### src/rtl/core/ctm_pkg.sv
// ----------------------------------------------------------------------------
// Close track merge package
// Track, token and window types plus fixed field widths.
// ----------------------------------------------------------------------------
`default_nettype none
package ctm_pkg;

    localparam int ETA_W    = 16;
    localparam int PHI_W    = 16;
    localparam int PT_W     = 20;
    localparam int CHG_W    = 3;
    localparam int IDX_W    = 6;
    localparam int DROP_W   = 6;
    localparam int S_DATA_W = 56;
    localparam int M_DATA_W = 72;
    localparam int CFG_W    = 20;
    localparam int CFG_IDX_W = 2;

    // register indexes
    localparam logic [CFG_IDX_W-1:0] REG_MERGE_EN = 2'd0;
    localparam logic [CFG_IDX_W-1:0] REG_ETA_WIN  = 2'd1;
    localparam logic [CFG_IDX_W-1:0] REG_PHI_WIN  = 2'd2;
    localparam logic [CFG_IDX_W-1:0] REG_PT_WIN   = 2'd3;

    typedef struct packed {
        logic signed [ETA_W-1:0] eta;
        logic [PHI_W-1:0]        phi;
        logic [PT_W-1:0]         pt;
        logic signed [CHG_W-1:0] charge;
    } track_t;

    // record of the track under scan, travels one cell per cycle
    typedef struct packed {
        logic   valid;
        logic   alive;
        logic   kill_b;
        track_t trk;
    } token_t;

    typedef struct packed {
        logic [ETA_W-1:0] eta_win;
        logic [PHI_W-1:0] phi_win;
        logic [PT_W-1:0]  pt_win;
    } win_t;

endpackage
`default_nettype wire

### src/rtl/core/ctm_cell.sv
// ----------------------------------------------------------------------------
// Close track merge cell
// Holds one track and its dead mark; tests the passing token against it.
// ----------------------------------------------------------------------------
`default_nettype none
module ctm_cell (
    input  wire logic            aclk,
    input  wire logic            aresetn,
    input  wire logic            wr_en,
    input  wire ctm_pkg::track_t wr_trk,
    input  wire logic            launch,
    input  wire logic            clear,
    input  wire logic            set_dead,
    input  wire ctm_pkg::win_t   win,
    input  wire ctm_pkg::token_t tok_in,
    output ctm_pkg::token_t      tok_out,
    output ctm_pkg::track_t      trk_out,
    output logic                 dead_out
);

    ctm_pkg::track_t trk_reg;
    ctm_pkg::token_t tok_reg, tok_next;
    logic            dead_reg, dead_next;

    logic signed [ctm_pkg::ETA_W:0] deta;
    logic [ctm_pkg::ETA_W:0]        adeta;
    logic [ctm_pkg::PHI_W-1:0]      dphi;
    logic [ctm_pkg::PHI_W:0]        adphi;
    logic [ctm_pkg::PT_W-1:0]       adpt;
    logic                           hit, lose;

    always_comb begin
        deta  = {tok_in.trk.eta[ctm_pkg::ETA_W-1], tok_in.trk.eta}
              - {trk_reg.eta[ctm_pkg::ETA_W-1], trk_reg.eta};
        adeta = deta[ctm_pkg::ETA_W] ? 17'(-deta) : 17'(deta);
        dphi  = tok_in.trk.phi - trk_reg.phi;
        // wrapped magnitude, half a turn stays 32768
        adphi = (dphi <= 16'h8000) ? {1'b0, dphi} : 17'h10000 - {1'b0, dphi};
        adpt  = (tok_in.trk.pt >= trk_reg.pt) ? tok_in.trk.pt - trk_reg.pt
                                              : trk_reg.pt - tok_in.trk.pt;
        hit   = tok_in.valid && tok_in.alive && !dead_reg
             && (tok_in.trk.charge == trk_reg.charge)
             && (adeta < {1'b0, win.eta_win})
             && (adphi < {1'b0, win.phi_win})
             && (adpt < win.pt_win);
        lose  = hit && (tok_in.trk.pt < trk_reg.pt);

        tok_next = tok_in;
        if (launch) begin
            tok_next.valid  = 1'b1;
            tok_next.alive  = 1'b1;
            tok_next.kill_b = 1'b0;
            tok_next.trk    = trk_reg;
        end else begin
            tok_next.kill_b = hit && !lose;
            tok_next.alive  = tok_in.alive && !lose;
        end

        dead_next = dead_reg;
        if (clear || wr_en) begin
            dead_next = 1'b0;
        end else if (set_dead || (hit && !lose)) begin
            dead_next = 1'b1;
        end
    end

    always_ff @(posedge aclk) begin
        if (!aresetn) begin
            tok_reg.valid <= 1'b0;
            dead_reg      <= 1'b0;
        end else begin
            tok_reg.valid <= tok_next.valid;
            dead_reg      <= dead_next;
        end
        tok_reg.alive  <= tok_next.alive;
        tok_reg.kill_b <= tok_next.kill_b;
        tok_reg.trk    <= tok_next.trk;
        if (wr_en) begin
            trk_reg <= wr_trk;
        end
    end

    assign tok_out  = tok_reg;
    assign trk_out  = trk_reg;
    assign dead_out = dead_reg;

endmodule
`default_nettype wire

### config.mk
export PLATFORM = sky130hd
export DESIGN_NAME = ctm_cell
export DESIGN_NICKNAME = d
export VERILOG_FILES = /design/src/rtl/core/ctm_pkg.sv /design/src/rtl/core/ctm_cell.sv
export SDC_FILE = /design/constraint.sdc
export NUM_CORES = 1
export LEC_CHECK = 0
export ABC_AREA = 0
export BUFFER_PORTS_ARGS = -buffer_cell sky130_fd_sc_hd__buf_4
export CAP_MARGIN = 40
export CORE_MARGIN = 2
export CORE_UTILIZATION = 30
export CTS_BUF_LIST = sky130_fd_sc_hd__clkbuf_8
export DETAILED_ROUTE_END_ITERATION = 8
export SLEW_MARGIN = 20
export SYNTH_ARGS = -nofsm -noshare
export SYNTH_HDL_FRONTEND = slang
export SYNTH_SLANG_ARGS = --single-unit
### constraint.sdc
create_clock -name aclk -period 7.41 [get_ports aclk]
set_input_delay 1.482 -clock aclk [delete_from_list [all_inputs] [get_ports aclk]]
set_output_delay 1.482 -clock aclk [all_outputs]
set_load 0.01 [all_outputs]
==> results of run 1 <==
## registers in the layout, summed over array words and instances (netlist names)
register and count:
trk_out 55, dead_out 1, tok_out 58
## worst max-delay path, stage by stage
cell	delay, ps
buf_4	110
inv_1	70
ha_1	200
inv_1	90
fa_1	400
a21o_1	190
a21oi_1	380
a2111o_1	220
o211ai_2	320
o211ai_1	210
o21ai_0	210
o21ai_0	510
a31oi_1	180
xnor2_1	200
ha_1	270
a21o_1	160
a21oi_1	130
nor2b_1	50
o311ai_0	400
nor4bb_1	510
o211ai_1	160
a21o_1	200
## metal layers
layer / GRT usage / vias up / share of wire
li1: - / 4223 / -
met5: 0 / - / 0
met2: 0.2814 / 241 / 0.47
met1: 0.2229 / 3806 / 0.45
met3: 0.04601 / 29 / 0.063
met4: 0.05522 / 0 / 0.020
## cell usage after synthesis (18+ instances only)
master	count	area share
inv_1	146	0.060
ha_1	122	0.17
a21oi_1	80	0.044
o21ai_0	69	0.038
nand2_1	61	0.025
dfxtp_1	59	0.13
edfxtp_1	55	0.18
a21o_1	50	0.041
nor2_1	50	0.020
mux2_2	42	0.052
xnor2_1	39	0.037
xor2_1	23	0.022
clkbuf_1	20	0.0082
nand4_1	19	0.013
nor3_1	18	0.0098
## logic make-up after synthesis
| kind of cell | share of synthesized area |
|---|---|
| xor+xnor | 0.05927 |
| mux | 0.06036 |
| buf+inv | 0.07347 |
| fa+ha+maj | 0.1753 |
| flops | 0.3092 |
| simple gates | 0.1163 |
| compound gates | 0.2061 |
## stage by stage
step / power, mW / cell area [µm²] / instances / utilization
floorplan: 1.453 / 9163 / 1034 / -
detailed placement: 1.796 / 11720 / 1684 / 0.3924
global placement: 1.772 / 11680 / 1682 / 0.3908
finish: 2.443 / 12160 / 1717 / 0.4070
global route: 2.627 / 12160 / 1717 / 0.4070
CTS: 2.473 / 12160 / 1716 / 0.4069
## final cells by class
class / count / area share
multi-input combinational: 745 / 0.4652
sequential: 114 / 0.2329
timing repair buffer: 289 / 0.1809
inverter: 147 / 0.04538
tap: 390 / 0.04013
clock buffer: 20 / 0.02264
clock inverter: 12 / 0.01286
## where the power goes
part           switching [mW]  internal (mW)
Combinational           0.545          0.489
Sequential             0.0328          0.717
Clock                   0.300          0.360
## how the worst max path moves through the flow
stage	cells past startpoint	slack [ps]	startpoint	endpoint
after floorplan	22	1600	tok_in[18]	tok_out[56]
after global placement	22	680	tok_in[3]	tok_out[56]
after detailed placement	21	620	tok_in[3]	tok_out[56]
after CTS	22	1160	tok_in[3]	tok_out[56]
after global routing	22	710	tok_in[3]	tok_out[56]
final	22	1130	tok_in[3]	tok_out[56]
==> impl_metrics.ini, run 1 <==
[worst_hold_path]
hold_start = dead_out
hold_end = dead_out
hold_path.class = reg2reg
hold_depth = 2

[setup_path]
cp-end-kind = flop
rrSetupSlack_ps = 1850
critPathKind = in2reg
reg2reg_depth = 17
worst_ep_required_time_ps = 7800
r2r_start = trk_out[17]
start_kind = input pin
r2r_end = tok_out[56]
cp.arrival_ps = 6660
worstPathMaxFanout = 13

[detailed_routing]
drtIter0Drc = 403
totalWireLength_um = 27800
num_vias = 8299
postRouteAntennaNets = 0
via_per_inst = 4.833
dr.pass1.iters = 6
wl_per_cell_um = 16.19
drc_errors = 0

[timing]
final_hold_viol_count = 0
period_share = 0.8469
totalNegativeSetupSlack_ps = 0
setup_ws_ps = 1134
relSlewSlack = 0.4276
finalSetupViolCount = 0
whs_ps = 534.6
tightest_slew_ps = 850.8
maxSlewViolCount = 0
fmax_ghz = 0.1593
clock_skew_ps = 16.17
period_needed_ps = 6276
grt_setup_unrepaired = false

[layout]
mostFrequentLayoutCell = buf_4
nets = 1611
fillCellCount = 3012
drive_gt1_frac = 0.2849
ff_latch_area_um2 = 2833
layout_common_cells = buf_4, inv_1, ha_1
antenna_cells = 0
area_growth_pct = 32.72
multi_input_area_um2 = 5657

[synth]
synth_cell_types = 69
synth-edff-count = 55
syn_area_per_cell_um2 = 8.861
ys_warn_count = 0
syn_area_um2 = 9163
ys_seq_elements = 114
synth_ff_type = dfxtp_1
ys_seq_area_frac = 0.3092
synthArstFlopShare = 0
syn_inst = 1034
syn-num-nets = 1331

[cts]
cts_max_level = 4
cts_buffers = 17
clockBufferDepth = 2
post_cts_resize_count = 0
cts_sinks = 114
cts_setup_buffers = 0
tritoncts = done
path_clk_slew_ps = 90
cts_hold_buffers = 0
clock_latency_ps = 480
cts_root_buf = clkbuf_8

[power]
p_leak_nw = 5.993
powerDensity_nw_per_um2 = 200.9
peakVddDrop_v = 0.0001417

[floorplanning]
start_util = 0.3067
fp.dieH_um = 178.8
rows = 63
core_area_um2 = 29870
ios = 285
dieArea_um2 = 31960
die_w_um = 178.8

[global_routing]
grt_pass1_vias = 8148
grt_usage = 0.1730
antenna_found_initial = 0
grt_pass1_wl_um = 42630
grt_max_degree = 56
grt_overflow = 0

[place]
port_buffers = 283
gp_congestion = 0.8428
hpwl_um = 22770
pre_cts_ws_ps = 622.1

[run]
maxCapViolations = 0

[outcome]
status = finished clean
Power figures use the tool's default switching activity.
==> inputs of run 2 (changes only) <==
==> constraint.sdc (replaced) <==
create_clock -name aclk -period 6.45 [get_ports aclk]
set_input_delay 1.29 -clock aclk [delete_from_list [all_inputs] [get_ports aclk]]
set_output_delay 1.29 -clock aclk [all_outputs]
set_load 0.01 [all_outputs]
==> run 2 against run 1 <==
  * Core utilization grew 0.21 points
  * Total power grew 16%
  * Global-route usage grew 0.13 points
  * Clock skew grew 6.2 ps
  * Clock-buffer cell count shrank 3
  * Wire length grew 0.82%
  * Cell count grew 0.52%
  * Critical path type unchanged
  * Register-to-register slack lost 890 ps
  * Largest cell class unchanged
  * Hold slack gained 4.8 ps
  * Sequential cell count is the same
==> impl_metrics.ini, run 2 (synthesis results as in run 1) <==
[timing]
finalSetupViolCount = 0
whs_ps = 539.4
final_hold_viol_count = 0
relSlewSlack = 0.5411
clock_skew_ps = 22.38
period_share = 0.9251
maxSlewViolCount = 0
tightest_slew_ps = 686.4
totalNegativeSetupSlack_ps = 0
period_needed_ps = 5967
fmax_ghz = 0.1676
grt_setup_unrepaired = false
setup_ws_ps = 483.3

[cts]
cts_root_buf = clkbuf_8
tritoncts = done
post_cts_resize_count = 0
cts_sinks = 114
path_clk_slew_ps = 90
cts_setup_buffers = 0
clock_latency_ps = 480
cts_buffers = 17
cts_hold_buffers = 0
clockBufferDepth = 2
cts_max_level = 4

[floorplanning]
die_w_um = 178.8
ios = 285
dieArea_um2 = 31960
core_area_um2 = 29870
start_util = 0.3067
fp.dieH_um = 178.8
rows = 63

[setup_path]
crit_path_cell_trace = buf_4 -> inv_1 -> ha_1 -> inv_1 -> fa_1 -> a21o_1 -> a21oi_1 -> a2111o_1 -> o211ai_2 -> o211ai_1 -> o21ai_0 -> o21ai_0 -> a31oi_1 -> xnor2_1 -> ha_1 -> a21o_1 -> a21oi_1 -> nor2b_1 -> o311ai_0 -> nor4bb_1 -> o211ai_1 -> a21o_1
worstPathMaxFanout = 14
cp.arrival_ps = 6350
crit_slowest_cell = o21ai_0
crit_buf_inv = 3
crit_end = tok_out[56]
r2r_end = tok_out[56]
rrSetupSlack_ps = 960
critPathKind = in2reg
crit_cells = 22
worst_ep_required_time_ps = 6830
critPathTopFamily = compound AO/OA/AOI/OAI gates
crit_start = tok_in[3]
cp-end-kind = flop
crit_top_cell = a21o_1
start_kind = input pin
reg2reg_depth = 16
r2r_start = trk_out[16]
slowest_delay_ps = 580

[global_routing]
grt_max_degree = 57
grt_pass1_vias = 8252
met2_usage = 0.2812
busiest_layer = met2
grt_usage = 0.1743
use_met1 = 0.2264
grt_pass1_wl_um = 43020
grt_overflow = 0
antenna_found_initial = 0
grt_use_met3 = 0.04283

[layout]
nets = 1620
antenna_cells = 0
largest_register_ffs = 58
ff_latch_area_um2 = 2833
layout.cells.non_filler = 1726
fin_area_um2 = 12220
layout_common_cells = buf_4, inv_1, ha_1
final_util = 0.4091
mostFrequentLayoutCell = buf_4
drive_gt1_frac = 0.2882
area_growth_pct = 33.40
fillCellCount = 3023
multi_input_area_um2 = 5657

[place]
post-place-cells = 1692
pre_cts_ws_ps = -36.74
placed_area_um2 = 11770
hpwl_um = 22550
port_buffers = 283
gp_congestion = 0.8496

[detailed_routing]
totalWireLength_um = 28020
dr.pass1.iters = 5
drc_errors = 0
drtIter0Drc = 436
via_per_inst = 4.840
postRouteAntennaNets = 0
wl_per_cell_um = 16.24
num_vias = 8353

[power]
powerDensity_nw_per_um2 = 232.0
peakVddDrop_v = 0.00008723
p_total_mw = 2.836
p_leak_nw = 6.034

[worst_hold_path]
hold_path.class = reg2reg

[outcome]
status = finished clean

[run]
maxCapViolations = 0
-- run 2: cell types whose count changed in the layout (fill, tap and decap cells not counted) --
cell	delta
clkbuf_4	+1
clkinv_4	-2
clkinv_2	+1
buf_4	+9
inv_6	+1
buf_2	-1
bufinv_16	+1
clkinv_1	+2
clkbuf_8	-3
-- run 2: cell type report --
cell class,count,share of cell area
Sequential cell,114,0.2318
Inverter,147,0.04514
Tap cell,390,0.03992
Clock inverter,15,0.01556
Multi-Input combinational cell,745,0.4628
Timing Repair Buffer,298,0.1857
Clock buffer,17,0.01914
-- run 2: worst reg2reg max path, cell delays in order (launching register included) --
cell	delay, ps
edfxtp_1	470
ha_1	490
nand2_1	190
or4_4	470
o211ai_2	600
mux2_2	410
a21oi_1	190
o21ai_0	270
xor2_1	230
ha_1	320
a21oi_1	180
o311a_1	190
a211oi_1	70
o311ai_0	480
nor4bb_1	470
o211ai_1	160
a21o_1	200
-- run 2: layer usage --
metal,up-vias,part of all wire
met3,32,0.063
met2,257,0.46
met1,3834,0.45
li1,4230,-
met4,0,0.021
met5,-,0
-- run 2: report_power, final --
group / internal (mW) / leakage, nW / switching, mW / total, mW
Clock: 0.418 / 0.209 / 0.356 / 0.774
Combinational: 0.570 / 4.79 / 0.632 / 1.20
Sequential: 0.823 / 1.04 / 0.0367 / 0.860
Total: 1.81 / 6.03 / 1.02 / 2.84
-- run 2: how the worst min path moves through the flow --
stage / slack, ps / cells past startpoint / start / to
finish: 540 / 1 / trk_out[33] / tok_out[33]
global route: 570 / 1 / trk_out[46] / tok_out[46]
CTS: 540 / 1 / trk_out[47] / tok_out[47]
detailed placement: 520 / 1 / trk_out[54] / tok_out[54]
global placement: 510 / 1 / trk_out[37] / tok_out[37]
floorplan: 530 / 2 / dead_out / dead_out
==> inputs of run 3 (changes only) <==
--- a/config.mk
+++ b/config.mk
@@ -9,7 +9,7 @@
 export BUFFER_PORTS_ARGS = -buffer_cell sky130_fd_sc_hd__buf_4
 export CAP_MARGIN = 40
 export CORE_MARGIN = 2
-export CORE_UTILIZATION = 30
+export CORE_UTILIZATION = 38
 export CTS_BUF_LIST = sky130_fd_sc_hd__clkbuf_8
 export DETAILED_ROUTE_END_ITERATION = 8
 export SLEW_MARGIN = 20
==> run 3 against run 2 <==
  * Critical path type unchanged
  * First-iteration DRC count decreased by 5.3%
  * Largest cell class unchanged
  * Clock-buffer cell count increased by 1
  * Hold slack worse by 5.3 ps
  * Maximum frequency grew 0.16%
  * Clock power down 3.2%
  * Global-route usage increased by 3.3 points
==> impl_metrics.ini, run 3 (synthesis results as in run 1) <==
[layout]
layout.cells.non_filler = 1656
fin_area_um2 = 12130
layout_common_cells = buf_4, inv_1, ha_1
largest_register_ffs = 58
nets = 1620
area_growth_pct = 32.35
mostFrequentLayoutCell = buf_4
fillCellCount = 2313
drive_gt1_frac = 0.2904

[cts]
tritoncts = done
cts_max_level = 4
path_clk_slew_ps = 80
cts_buffers = 17
post_cts_resize_count = 0
cts_setup_buffers = 0
cts_root_buf = clkbuf_8
cts_sinks = 114
cts_hold_buffers = 0
clock_latency_ps = 450
clockBufferDepth = 2

[detailed_routing]
num_vias = 8294
dr.pass1.iters = 4
drtIter0Drc = 413
totalWireLength_um = 26570
wl_met2_um = 12540
wl_met3_um = 1850
wl_per_cell_um = 16.04
met1_length_um = 11910
routed.top_layer = met4
postRouteAntennaNets = 0
via_per_inst = 5.008
drc_errors = 0

[outcome]
status = finished clean

[run]
maxCapViolations = 0

[power]
netSwitchingFraction = 0.3610
p_sw_mw = 1.010
peakVddDrop_v = 0.0001174
p_leak_nw = 6.029
p_seq_frac = 0.307
pwr-share-comb = 0.425
p_int_mw = 1.788
powerDensity_nw_per_um2 = 230.7
power.share.clock = 0.268

[place]
post-place-cells = 1623
hpwl_um = 21550
port_buffers = 283
pre_cts_ws_ps = 52.43
gp_congestion = 0.8937
placed_area_um2 = 11700

[setup_path]
cp.arrival_ps = 6300
cp-end-kind = flop
r2r_start = trk_out[21]
start_kind = input pin
worstPathMaxFanout = 16
worst_ep_required_time_ps = 6790
crit_start = tok_in[21]
critPathKind = in2reg

[timing]
whs_ps = 534.2
tightest_slew_ps = 807.3
grt_setup_unrepaired = false
maxSlewViolCount = 0
fmax_ghz = 0.1679
period_needed_ps = 5957
setup_ws_ps = 492.6
final_hold_viol_count = 0
totalNegativeSetupSlack_ps = 0
finalSetupViolCount = 0
relSlewSlack = 0.4618
period_share = 0.9236
clock_skew_ps = 12.27

[global_routing]
grt_pass1_wl_um = 42350
grt_max_degree = 68
grt_usage = 0.2070
grt_overflow = 0
grt_pass1_vias = 8199
antenna_found_initial = 1

[floorplanning]
dieArea_um2 = 25370
ios = 285
fp.dieH_um = 159.3
start_util = 0.3892
die_w_um = 159.3
rows = 56
core_area_um2 = 23540

[worst_hold_path]
hold_path.class = reg2reg
hold_start = trk_out[39]
[run 3: cell types whose count changed in the layout (fill, tap and decap cells not counted), sizes merged]
cell / delta
buf: +1
bufinv: -1
clkinv: -1
diode: +1
inv: +1
[run 3: cell type report]
type | count | area [µm²] | area share
clock buffers | 18 | 247.7 | 0.02043
diodes | 1 | 2.502 | 0.0002064
well taps | 319 | 399.1 | 0.03291
flip-flops and latches | 114 | 2833 | 0.2336
inverters | 147 | 551.8 | 0.04550
multi-input cells | 745 | 5657 | 0.4665
clock inverters | 14 | 178.9 | 0.01475
repair buffers | 298 | 2257 | 0.1861
[run 3: worst paths after layout]
kind	cells past startpoint	slack [ps]	to
min	2	530	tok_out[39]
max	19	490	tok_out[56]
min reg2reg	2	530	tok_out[39]
max reg2reg	17	990	tok_out[56]
[run 3: critical path: stages]
cell	delay, ps
buf_4	90
inv_1	40
ha_1	390
nand3_1	180
or4_4	540
o211ai_2	680
mux2_2	440
a221oi_4	330
xnor2_1	170
ha_1	270
a21o_1	160
a21oi_1	210
o311a_1	210
a211oi_1	60
o311ai_0	480
nor4bb_1	330
buf_4	180
o211ai_1	70
a21o_1	180
[run 3: metal layers]
layer	up-vias	GRT usage
met5	-	0
met4	0	0.04587
met3	16	0.06252
met2	230	0.3494
met1	3812	0.2610
li1	4236	-
[run 3: through the flow]
step,utilization,power [mW]
finish,0.5151,2.798
global route,0.5151,3.006
CTS,0.5150,2.830
detailed placement,0.4969,2.063
global placement,0.4957,2.044
floorplan,-,1.669
[run 3: power groups by stage]
stage                     Sequential [mW]  Combinational [mW]  Clock [mW]
final                               0.859                1.19       0.749
after global routing                0.868                1.34       0.798
after CTS                           0.860                1.20       0.775
after detailed placement            0.876                1.19           0
after global placement              0.875                1.17           0
after floorplan                     0.899               0.770           0
